<file path="config.mk">
export PLATFORM = sky130hd
export DESIGN_NAME = boundary_strength_peak_picker
export DESIGN_NICKNAME = d
export VERILOG_FILES = /design/src/design/bspp_pkg.sv /design/src/design/boundary_strength_peak_picker.sv /design/src/design/bspp_combine.sv /design/src/design/bspp_window.sv
export SDC_FILE = /design/constraint.sdc
export NUM_CORES = 2
export LEC_CHECK = 0
export BUFFER_PORTS_ARGS = -buffer_cell sky130_fd_sc_hd__buf_2
export CAP_MARGIN = 15
export CELL_PAD_IN_SITES_DETAIL_PLACEMENT = 1
export CELL_PAD_IN_SITES_GLOBAL_PLACEMENT = 1
export CORE_UTILIZATION = 35
export DETAILED_ROUTE_END_ITERATION = 10
export HOLD_SLACK_MARGIN = 0.1
export PLACE_DENSITY = 0.57
export SLEW_MARGIN = 20
export SYNTH_ARGS = -nofsm -noshare
export SYNTH_HDL_FRONTEND = slang
export SYNTH_SLANG_ARGS = --single-unit
</file>
<file path="constraint.sdc">
create_clock -name aclk -period 22.2 [get_ports aclk]
set_input_delay 1.11 -clock aclk [delete_from_list [all_inputs] [get_ports aclk]]
set_output_delay 1.11 -clock aclk [all_outputs]
set_load 0.01 [all_outputs]
</file>
<file path="src/design/bspp_pkg.sv">
// Shared types and constants for the boundary strength peak picker.
// Word layouts of the note, internal strength and decision channels.
// No dependencies.
`default_nettype none

package bspp_pkg;

    localparam int SPAN_DEFAULT = 4;

    localparam int STR_W     = 16;  // Q0.16 interval strength
    localparam int WGT_W     = 8;   // Q0.8 weight
    localparam int PROD_W    = STR_W + WGT_W;
    localparam int SUM_W     = PROD_W + 2;
    localparam int CMB_W     = 17;  // combined strength
    localparam int POS_W     = 16;
    localparam int CFG_IDX_W = 2;

    localparam logic [CFG_IDX_W-1:0] REG_WEIGHT_IOI   = 2'd0;
    localparam logic [CFG_IDX_W-1:0] REG_WEIGHT_PITCH = 2'd1;
    localparam logic [CFG_IDX_W-1:0] REG_WEIGHT_REST  = 2'd2;

    localparam logic [WGT_W-1:0] WEIGHT_IOI_RST   = 8'd128;
    localparam logic [WGT_W-1:0] WEIGHT_PITCH_RST = 8'd64;
    localparam logic [WGT_W-1:0] WEIGHT_REST_RST  = 8'd64;

    typedef struct packed {
        logic [STR_W-1:0] ioi_strength;
        logic [STR_W-1:0] pitch_strength;
        logic [STR_W-1:0] rest_strength;
        logic             last_note;
    } in_word_t;

    typedef struct packed {
        logic [POS_W-1:0] position;
        logic [CMB_W-1:0] combined_strength;
        logic             is_boundary;
        logic             last_result;
    } out_word_t;

    typedef struct packed {
        logic [CMB_W-1:0] strength;
        logic             last_note;
    } cmb_word_t;

endpackage

`default_nettype wire

</file>
<file path="src/design/boundary_strength_peak_picker.sv">
// Boundary strength peak picker: weighted note strengths, local maximum picking.
// Registers: combine word, then decision word; the decision for note n is formed
// when note n+SPAN enters the window, and flush words follow the final note.
// Throughput: one note per cycle unless m_ready stalls the output; the final
// note holds off input while its up to SPAN+1 words drain, one per cycle as m_ready allows.
// Reset: synchronous, active low; weights to defaults, window and position cleared.
`default_nettype none

module boundary_strength_peak_picker #(
    parameter int SPAN = bspp_pkg::SPAN_DEFAULT
) (
    input  wire                            aclk,
    input  wire                            aresetn,
    input  wire                            cfg_valid,
    output logic                           cfg_ready,
    input  wire [bspp_pkg::CFG_IDX_W-1:0]  cfg_index,
    input  wire [bspp_pkg::WGT_W-1:0]      cfg_data,
    input  wire                            s_valid,
    output logic                           s_ready,
    input  wire bspp_pkg::in_word_t        s_data,
    output logic                           m_valid,
    input  wire                            m_ready,
    output bspp_pkg::out_word_t            m_data
);

    logic                c_valid;
    logic                c_ready;
    bspp_pkg::cmb_word_t c_data;

    bspp_combine u_combine (
        .aclk      (aclk),
        .aresetn   (aresetn),
        .cfg_valid (cfg_valid),
        .cfg_ready (cfg_ready),
        .cfg_index (cfg_index),
        .cfg_data  (cfg_data),
        .s_valid   (s_valid),
        .s_ready   (s_ready),
        .s_data    (s_data),
        .c_valid   (c_valid),
        .c_ready   (c_ready),
        .c_data    (c_data)
    );

    bspp_window #(
        .SPAN (SPAN)
    ) u_window (
        .aclk    (aclk),
        .aresetn (aresetn),
        .c_valid (c_valid),
        .c_ready (c_ready),
        .c_data  (c_data),
        .m_valid (m_valid),
        .m_ready (m_ready),
        .m_data  (m_data)
    );

endmodule

`default_nettype wire

</file>
<file path="src/design/bspp_combine.sv">
// Weight registers and weighted sum of the three interval strengths.
// Registers one combined strength word per note. Uses bspp_pkg.
`default_nettype none

module bspp_combine (
    input  wire                              aclk,
    input  wire                              aresetn,
    input  wire                              cfg_valid,
    output logic                             cfg_ready,
    input  wire [bspp_pkg::CFG_IDX_W-1:0]    cfg_index,
    input  wire [bspp_pkg::WGT_W-1:0]        cfg_data,
    input  wire                              s_valid,
    output logic                             s_ready,
    input  wire bspp_pkg::in_word_t          s_data,
    output logic                             c_valid,
    input  wire                              c_ready,
    output bspp_pkg::cmb_word_t              c_data
);

    logic [bspp_pkg::WGT_W-1:0]  w_ioi_reg;
    logic [bspp_pkg::WGT_W-1:0]  w_pitch_reg;
    logic [bspp_pkg::WGT_W-1:0]  w_rest_reg;
    logic [bspp_pkg::PROD_W-1:0] prod_ioi;
    logic [bspp_pkg::PROD_W-1:0] prod_pitch;
    logic [bspp_pkg::PROD_W-1:0] prod_rest;
    logic [bspp_pkg::SUM_W-1:0]  sum;
    logic                        c_valid_reg;
    bspp_pkg::cmb_word_t         c_word_reg;
    bspp_pkg::cmb_word_t         c_word_next;
    logic                        take;

    assign cfg_ready = 1'b1;
    assign s_ready   = !c_valid_reg || c_ready;
    assign take      = s_valid && s_ready;
    assign c_valid   = c_valid_reg;
    assign c_data    = c_word_reg;

    assign prod_ioi   = s_data.ioi_strength * w_ioi_reg;
    assign prod_pitch = s_data.pitch_strength * w_pitch_reg;
    assign prod_rest  = s_data.rest_strength * w_rest_reg;
    assign sum = bspp_pkg::SUM_W'(prod_ioi) + bspp_pkg::SUM_W'(prod_pitch)
               + bspp_pkg::SUM_W'(prod_rest);

    // halve and drop to Q1.16: floor(sum / 512)
    always_comb begin
        c_word_next.strength  = sum[bspp_pkg::SUM_W-1:9];
        c_word_next.last_note = s_data.last_note;
    end

    always_ff @(posedge aclk) begin
        if (!aresetn) begin
            w_ioi_reg   <= bspp_pkg::WEIGHT_IOI_RST;
            w_pitch_reg <= bspp_pkg::WEIGHT_PITCH_RST;
            w_rest_reg  <= bspp_pkg::WEIGHT_REST_RST;
            c_valid_reg <= 1'b0;
        end else begin
            if (cfg_valid) begin
                case (cfg_index)
                    bspp_pkg::REG_WEIGHT_IOI:   w_ioi_reg   <= cfg_data;
                    bspp_pkg::REG_WEIGHT_PITCH: w_pitch_reg <= cfg_data;
                    bspp_pkg::REG_WEIGHT_REST:  w_rest_reg  <= cfg_data;
                    default: ;
                endcase
            end
            if (s_ready) begin
                c_valid_reg <= s_valid;
            end
        end
    end

    always_ff @(posedge aclk) begin
        if (take) begin
            c_word_reg <= c_word_next;
        end
    end

endmodule

`default_nettype wire

</file>
<file path="src/design/bspp_window.sv">
// Sliding strength window, local maximum decision and end-of-part flush.
// Drives the registered decision word. Uses bspp_pkg.
`default_nettype none

module bspp_window #(
    parameter int SPAN = bspp_pkg::SPAN_DEFAULT
) (
    input  wire                      aclk,
    input  wire                      aresetn,
    input  wire                      c_valid,
    output logic                     c_ready,
    input  wire bspp_pkg::cmb_word_t c_data,
    output logic                     m_valid,
    input  wire                      m_ready,
    output bspp_pkg::out_word_t      m_data
);

    localparam int WIN = 2 * SPAN + 1;
    localparam int KW  = $clog2(WIN);
    localparam int CW  = bspp_pkg::CMB_W;
    localparam int PW  = bspp_pkg::POS_W;

    logic [CW-1:0]  win_reg   [WIN];
    logic [CW-1:0]  win_shift [WIN];
    logic [CW-1:0]  src       [WIN];
    logic [WIN-1:0] vld_reg;
    logic [WIN-1:0] vld_shift;
    logic [WIN-1:0] srcv;
    logic           flush_reg;
    logic [KW-1:0]  k_reg;
    logic [KW-1:0]  k_start;
    logic [KW-1:0]  kc;
    logic [PW-1:0]  pos_reg;
    logic [PW-1:0]  fpos_reg;
    logic [PW-1:0]  fpos_next;
    logic           m_valid_reg;
    bspp_pkg::out_word_t m_word_reg;
    bspp_pkg::out_word_t m_word_next;
    logic [CW-1:0]  cand;
    logic           beaten;
    logic           out_free;
    logic           take;
    logic           flush_emit;
    logic           final_k;
    logic           out_load;

    assign out_free   = !m_valid_reg || m_ready;
    assign c_ready    = !flush_reg && out_free;
    assign take       = c_valid && c_ready;
    assign flush_emit = flush_reg && out_free;
    assign final_k    = flush_reg && (k_reg == KW'(WIN - 1));
    assign out_load   = (take && !c_data.last_note && vld_shift[SPAN]) || flush_emit;
    assign m_valid    = m_valid_reg;
    assign m_data     = m_word_reg;

    // newest entry at the top
    always_comb begin
        for (int j = 0; j < WIN - 1; j++) begin
            win_shift[j] = win_reg[j+1];
        end
        win_shift[WIN-1] = c_data.strength;
        vld_shift = {1'b1, vld_reg[WIN-1:1]};
    end

    // first flushed entry: oldest valid one at or above the center
    always_comb begin
        k_start = KW'(WIN - 1);
        for (int j = WIN - 1; j >= SPAN; j--) begin
            if (vld_shift[j]) begin
                k_start = KW'(j);
            end
        end
        fpos_next = pos_reg - PW'(WIN - 1) + PW'(k_start);
    end

    // normal decisions use the center of the updated window,
    // flush decisions walk the frozen window
    always_comb begin
        kc = flush_reg ? k_reg : KW'(SPAN);
        for (int j = 0; j < WIN; j++) begin
            src[j]  = flush_reg ? win_reg[j] : win_shift[j];
            srcv[j] = flush_reg ? vld_reg[j] : vld_shift[j];
        end
        cand   = src[kc];
        beaten = 1'b0;
        for (int j = 0; j < WIN; j++) begin
            if (srcv[j] && (j != int'(kc)) && (j + SPAN >= int'(kc))
                    && (src[j] > cand)) begin
                beaten = 1'b1;
            end
        end
    end

    always_comb begin
        m_word_next.position          = flush_reg ? fpos_reg : pos_reg - PW'(SPAN);
        m_word_next.combined_strength = cand;
        m_word_next.is_boundary       = !final_k && !beaten;
        m_word_next.last_result       = final_k;
    end

    always_ff @(posedge aclk) begin
        if (!aresetn) begin
            vld_reg     <= '0;
            flush_reg   <= 1'b0;
            k_reg       <= '0;
            pos_reg     <= '0;
            fpos_reg    <= '0;
            m_valid_reg <= 1'b0;
        end else begin
            if (out_free) begin
                m_valid_reg <= out_load;
            end
            if (take) begin
                vld_reg <= vld_shift;
                if (c_data.last_note) begin
                    flush_reg <= 1'b1;
                    k_reg     <= k_start;
                    fpos_reg  <= fpos_next;
                end else begin
                    pos_reg <= pos_reg + PW'(1);
                end
            end
            if (flush_emit) begin
                if (final_k) begin
                    flush_reg <= 1'b0;
                    vld_reg   <= '0;
                    pos_reg   <= '0;
                end else begin
                    k_reg    <= k_reg + KW'(1);
                    fpos_reg <= fpos_reg + PW'(1);
                end
            end
        end
    end

    always_ff @(posedge aclk) begin
        if (take) begin
            win_reg <= win_shift;
        end
        if (out_load) begin
            m_word_reg <= m_word_next;
        end
    end

    a_last_not_boundary: assert property (@(posedge aclk) disable iff (!aresetn)
        m_valid_reg && m_word_reg.last_result |-> !m_word_reg.is_boundary)
        else $error("final decision flagged as boundary");

    a_flush_has_final: assert property (@(posedge aclk) disable iff (!aresetn)
        flush_reg |-> vld_reg[WIN-1])
        else $error("flush without final note in window");

    a_flush_clears: assert property (@(posedge aclk) disable iff (!aresetn)
        flush_emit && final_k |=> (vld_reg == '0) && (pos_reg == '0) && !flush_reg)
        else $error("state not cleared after flush");

    a_flush_blocks_input: assert property (@(posedge aclk) disable iff (!aresetn)
        $rose(flush_reg) |-> $past(take) && $past(c_data.last_note))
        else $error("flush entered without final note");

endmodule

`default_nettype wire
</file>
==> flow_metrics.tcl <==
set metrics [dict create \
    status "completed" \
    drt_wl_total_um 89500 \
    grt_pass1_wl_um 141000 \
    synth_ff_type "edfxtp_1" \
    drc 0 \
    drt_first_pass_iters 6 \
    synth_top_cell_area_share 0.213 \
    cts_setup_buffers 0 \
    critPathKind "reg2reg" \
    synthAdderAreaFrac 0.347 \
    yosysSeqAreaShare 0.258 \
    start_util 0.353 \
    finalSetupViolations 0 \
    port_buffers 100 \
    clock.fmax_mhz 100 \
    synth_edf_count 206 \
    antenna_found_initial 3 \
    grt_max_degree 93 \
    drt_iter0_markers 935 \
    relSlewSlack 0.301 \
    die_x_um 293 \
    slowest_delay_ns 0.84 \
    tns_ns 0 \
    dieArea_mm2 0.0857 \
    largest_reg_flops 153 \
    leakage_uw 0.0142 \
    ioPinCount 102 \
    ys_types 76 \
    fill_cells 9400 \
    cts_resized 0 \
    synth_top_cell_by_area "fa_1" \
    maxCapViolCount 0 \
    slowest_stage "dfxtp_1" \
    drive_gt1_frac 0.0726 \
    vdd_drop_max_uv 80.6 \
    root_buffer "clkbuf_16" \
    synthArstFlopShare 0 \
    core_area_mm2 0.0837 \
    grt-ovfl-total 0 \
    synthTopCellsByArea "fa_1 21%, edfxtp_1 21%, ha_1 13%" \
    post-place-ws_ns 11.84 \
    synthMuxAreaShare 0.0812 \
    synth_cells 2947 \
    hold_ws_ns 0.453 \
    gp_congestion 0.871 \
    synth.avg_cell_area_um2 10.0 \
    synth_top_family_by_area "adder cells" \
    area_growth_pct 9.74 \
    clk_pin_slew_ns 0.06 \
    avgViaCountPerCell 5.23 \
    timing.critical_path.mode_cell "fa_1" \
    clk_latency_ns 0.56 \
    fp.dieH_um 293 \
    finalCritPeriodShare 0.449 \
    synth_warnings 0 \
    ys_seq_elements 278 \
    syn_area_mm2 0.0296 \
    dp_hpwl_um 70900 \
    worst_slack_ns 12.24 \
    powerDensity_mw_per_mm2 87.4 \
    drv_slew 0 \
    critPathCaptureType "register" \
    cp_max_fo 17 \
    cts.sinks 278 \
    track_usage 0.211 \
    rsz0062_at_grt "false" \
    critPathArrivalTime_ns 10.25 \
    synth_compound_area_frac 0.0947 \
    vias 21800 \
    cts_buffers 37 \
    critPathRequiredTime_ns 22.49 \
    postCtsHoldBufs 0 \
    fin_nets 3709 \
    hold_path.class "reg2reg" \
    num_rows 106 \
    final_hold_viol_count 0 \
    tightest_slew_ns 1.05 \
    worstSetupStartpointType "register" \
    skew_ns 0.0266 \
    synthesis.nets 3641 \
    synth-simple-area-share 0.134 \
    cts_tree "yes" \
    ant_nets 0 \
    cts_max_level 2 \
    grt_pass1_vias 24400 \
    period_minus_slack_ns 9.96 \
    cts.path.max_buffers 3 \
    wire_per_inst_um 21.4 \
    synth_xor_area_frac 0.0204 \
]
[path summary, 6_finish.rpt]
check / from / depth (start not counted) / slack, ns / to
worst max-delay path: u_combine.w_ioi_reg[2] / 33 / 12.24 / u_combine.c_data[16]
worst min-delay path: u_combine.c_data[9] / 0 / 0.45 / u_window.win_reg[8]
worst max register to register: u_combine.w_ioi_reg[2] / 33 / 12.24 / u_combine.c_data[16]
worst min register to register: u_combine.c_data[9] / 0 / 0.45 / u_window.win_reg[8]
[report_power, final]
part / total (µW) / internal [µW] / leakage [µW] / switching, µW
clock network: 578 / 330 / 0.000537 / 249
logic: 1560 / 636 / 0.0112 / 920
registers: 700 / 658 / 0.00250 / 42.3
total: 2830 / 1620 / 0.0142 / 1210
[synthesized netlist by cell type, types with 15 or more instances]
| library cell | n |
|---|---|
| o21ai_0 | 33 |
| inv_1 | 411 |
| nand4_1 | 36 |
| and3_1 | 15 |
| buf_1 | 21 |
| xor2_1 | 19 |
| mux2i_1 | 69 |
| clkbuf_1 | 66 |
| xnor2_1 | 50 |
| a21o_1 | 60 |
| and2_1 | 180 |
| nor3_1 | 26 |
| o21a_1 | 20 |
| a21oi_1 | 121 |
| ha_1 | 315 |
| o21ai_1 | 59 |
| fa_1 | 315 |
| nand2_1 | 353 |
| o21bai_1 | 19 |
| dfxtp_1 | 72 |
| nor2_1 | 119 |
| edfxtp_1 | 206 |
| mux2_1 | 119 |
| nand3_1 | 31 |
[metrics by stage]
step | instances | power [µW] | utilization | area (µm²)
global route | 4177 | 3090 | 0.388 | 32400
floorplan | 2947 | 1810 | - | 29600
detailed placement | 4110 | 2290 | 0.374 | 31300
CTS | 4177 | 2890 | 0.388 | 32400
global placement | 4110 | 2230 | 0.374 | 31300
finish | 4178 | 2830 | 0.388 | 32500
[cells in the final DEF, fill, tap and decap left out, types with 15 or more instances in the layout]
| master | Yosys | routed |
|---|---|---|
| and3_1 | 15 | 15 |
| inv_1 | 411 | 411 |
| fa_1 | 315 | 315 |
| xor2_1 | 19 | 19 |
| clkbuf_16 | 0 | 37 |
| buf_2 | 6 | 100 |
| buf_4 | 1 | 23 |
| xnor2_1 | 50 | 50 |
| o21ai_1 | 59 | 58 |
| mux2_1 | 119 | 119 |
| dfxtp_1 | 72 | 69 |
| o21bai_1 | 19 | 19 |
| nor3_1 | 26 | 26 |
| mux2i_1 | 69 | 69 |
| nand4_1 | 36 | 36 |
| a21oi_1 | 121 | 120 |
| clkbuf_1 | 66 | 15 |
| nand3_1 | 31 | 31 |
| edfxtp_1 | 206 | 206 |
| ha_1 | 315 | 315 |
| o21a_1 | 20 | 20 |
| nor2_1 | 119 | 119 |
| a21o_1 | 60 | 60 |
| and2_1 | 180 | 180 |
| o21ai_0 | 33 | 33 |
| nand2_1 | 353 | 352 |
[cell families after synthesis]
group | after synthesis
and+or+nand+nor | 824
adders and majority gates | 630
buffers and inverters | 512
AOI/OAI and AO/OA | 424
DFF | 278
muxes | 209
xor gates and xnor gates | 69
other | 1
[final cells by class]
type	instances	area (µm²)	area share
multi-input cells	2157	20000	0.617
inverters	418	1570	0.0485
diodes	1	2.50	0.0000771
clock buffers	54	1010	0.0311
well taps	1134	1420	0.0437
clock inverters	13	115	0.00355
flip-flops and latches	278	7630	0.235
repair buffers	123	673	0.0207
[critical path, delay by kind of cell, from the launching register on]
kind / cells / cell delay [ns]
compound gates: 6 / 1.10
xor+xnor: 2 / 0.25
fa+ha+maj: 12 / 5.81
buf+inv: 6 / 0.32
flops: 1 / 0.84
simple gates: 7 / 1.38
[metal layers]
metal	routed length, µm	vias to the layer above	track usage
met2	46200	279	0.386
met5	43	-	0
met3	2000	108	0.0192
met1	38900	11400	0.265
met4	2300	6	0.0586
li1	-	10100	-
Power figures use the tool's default switching activity.
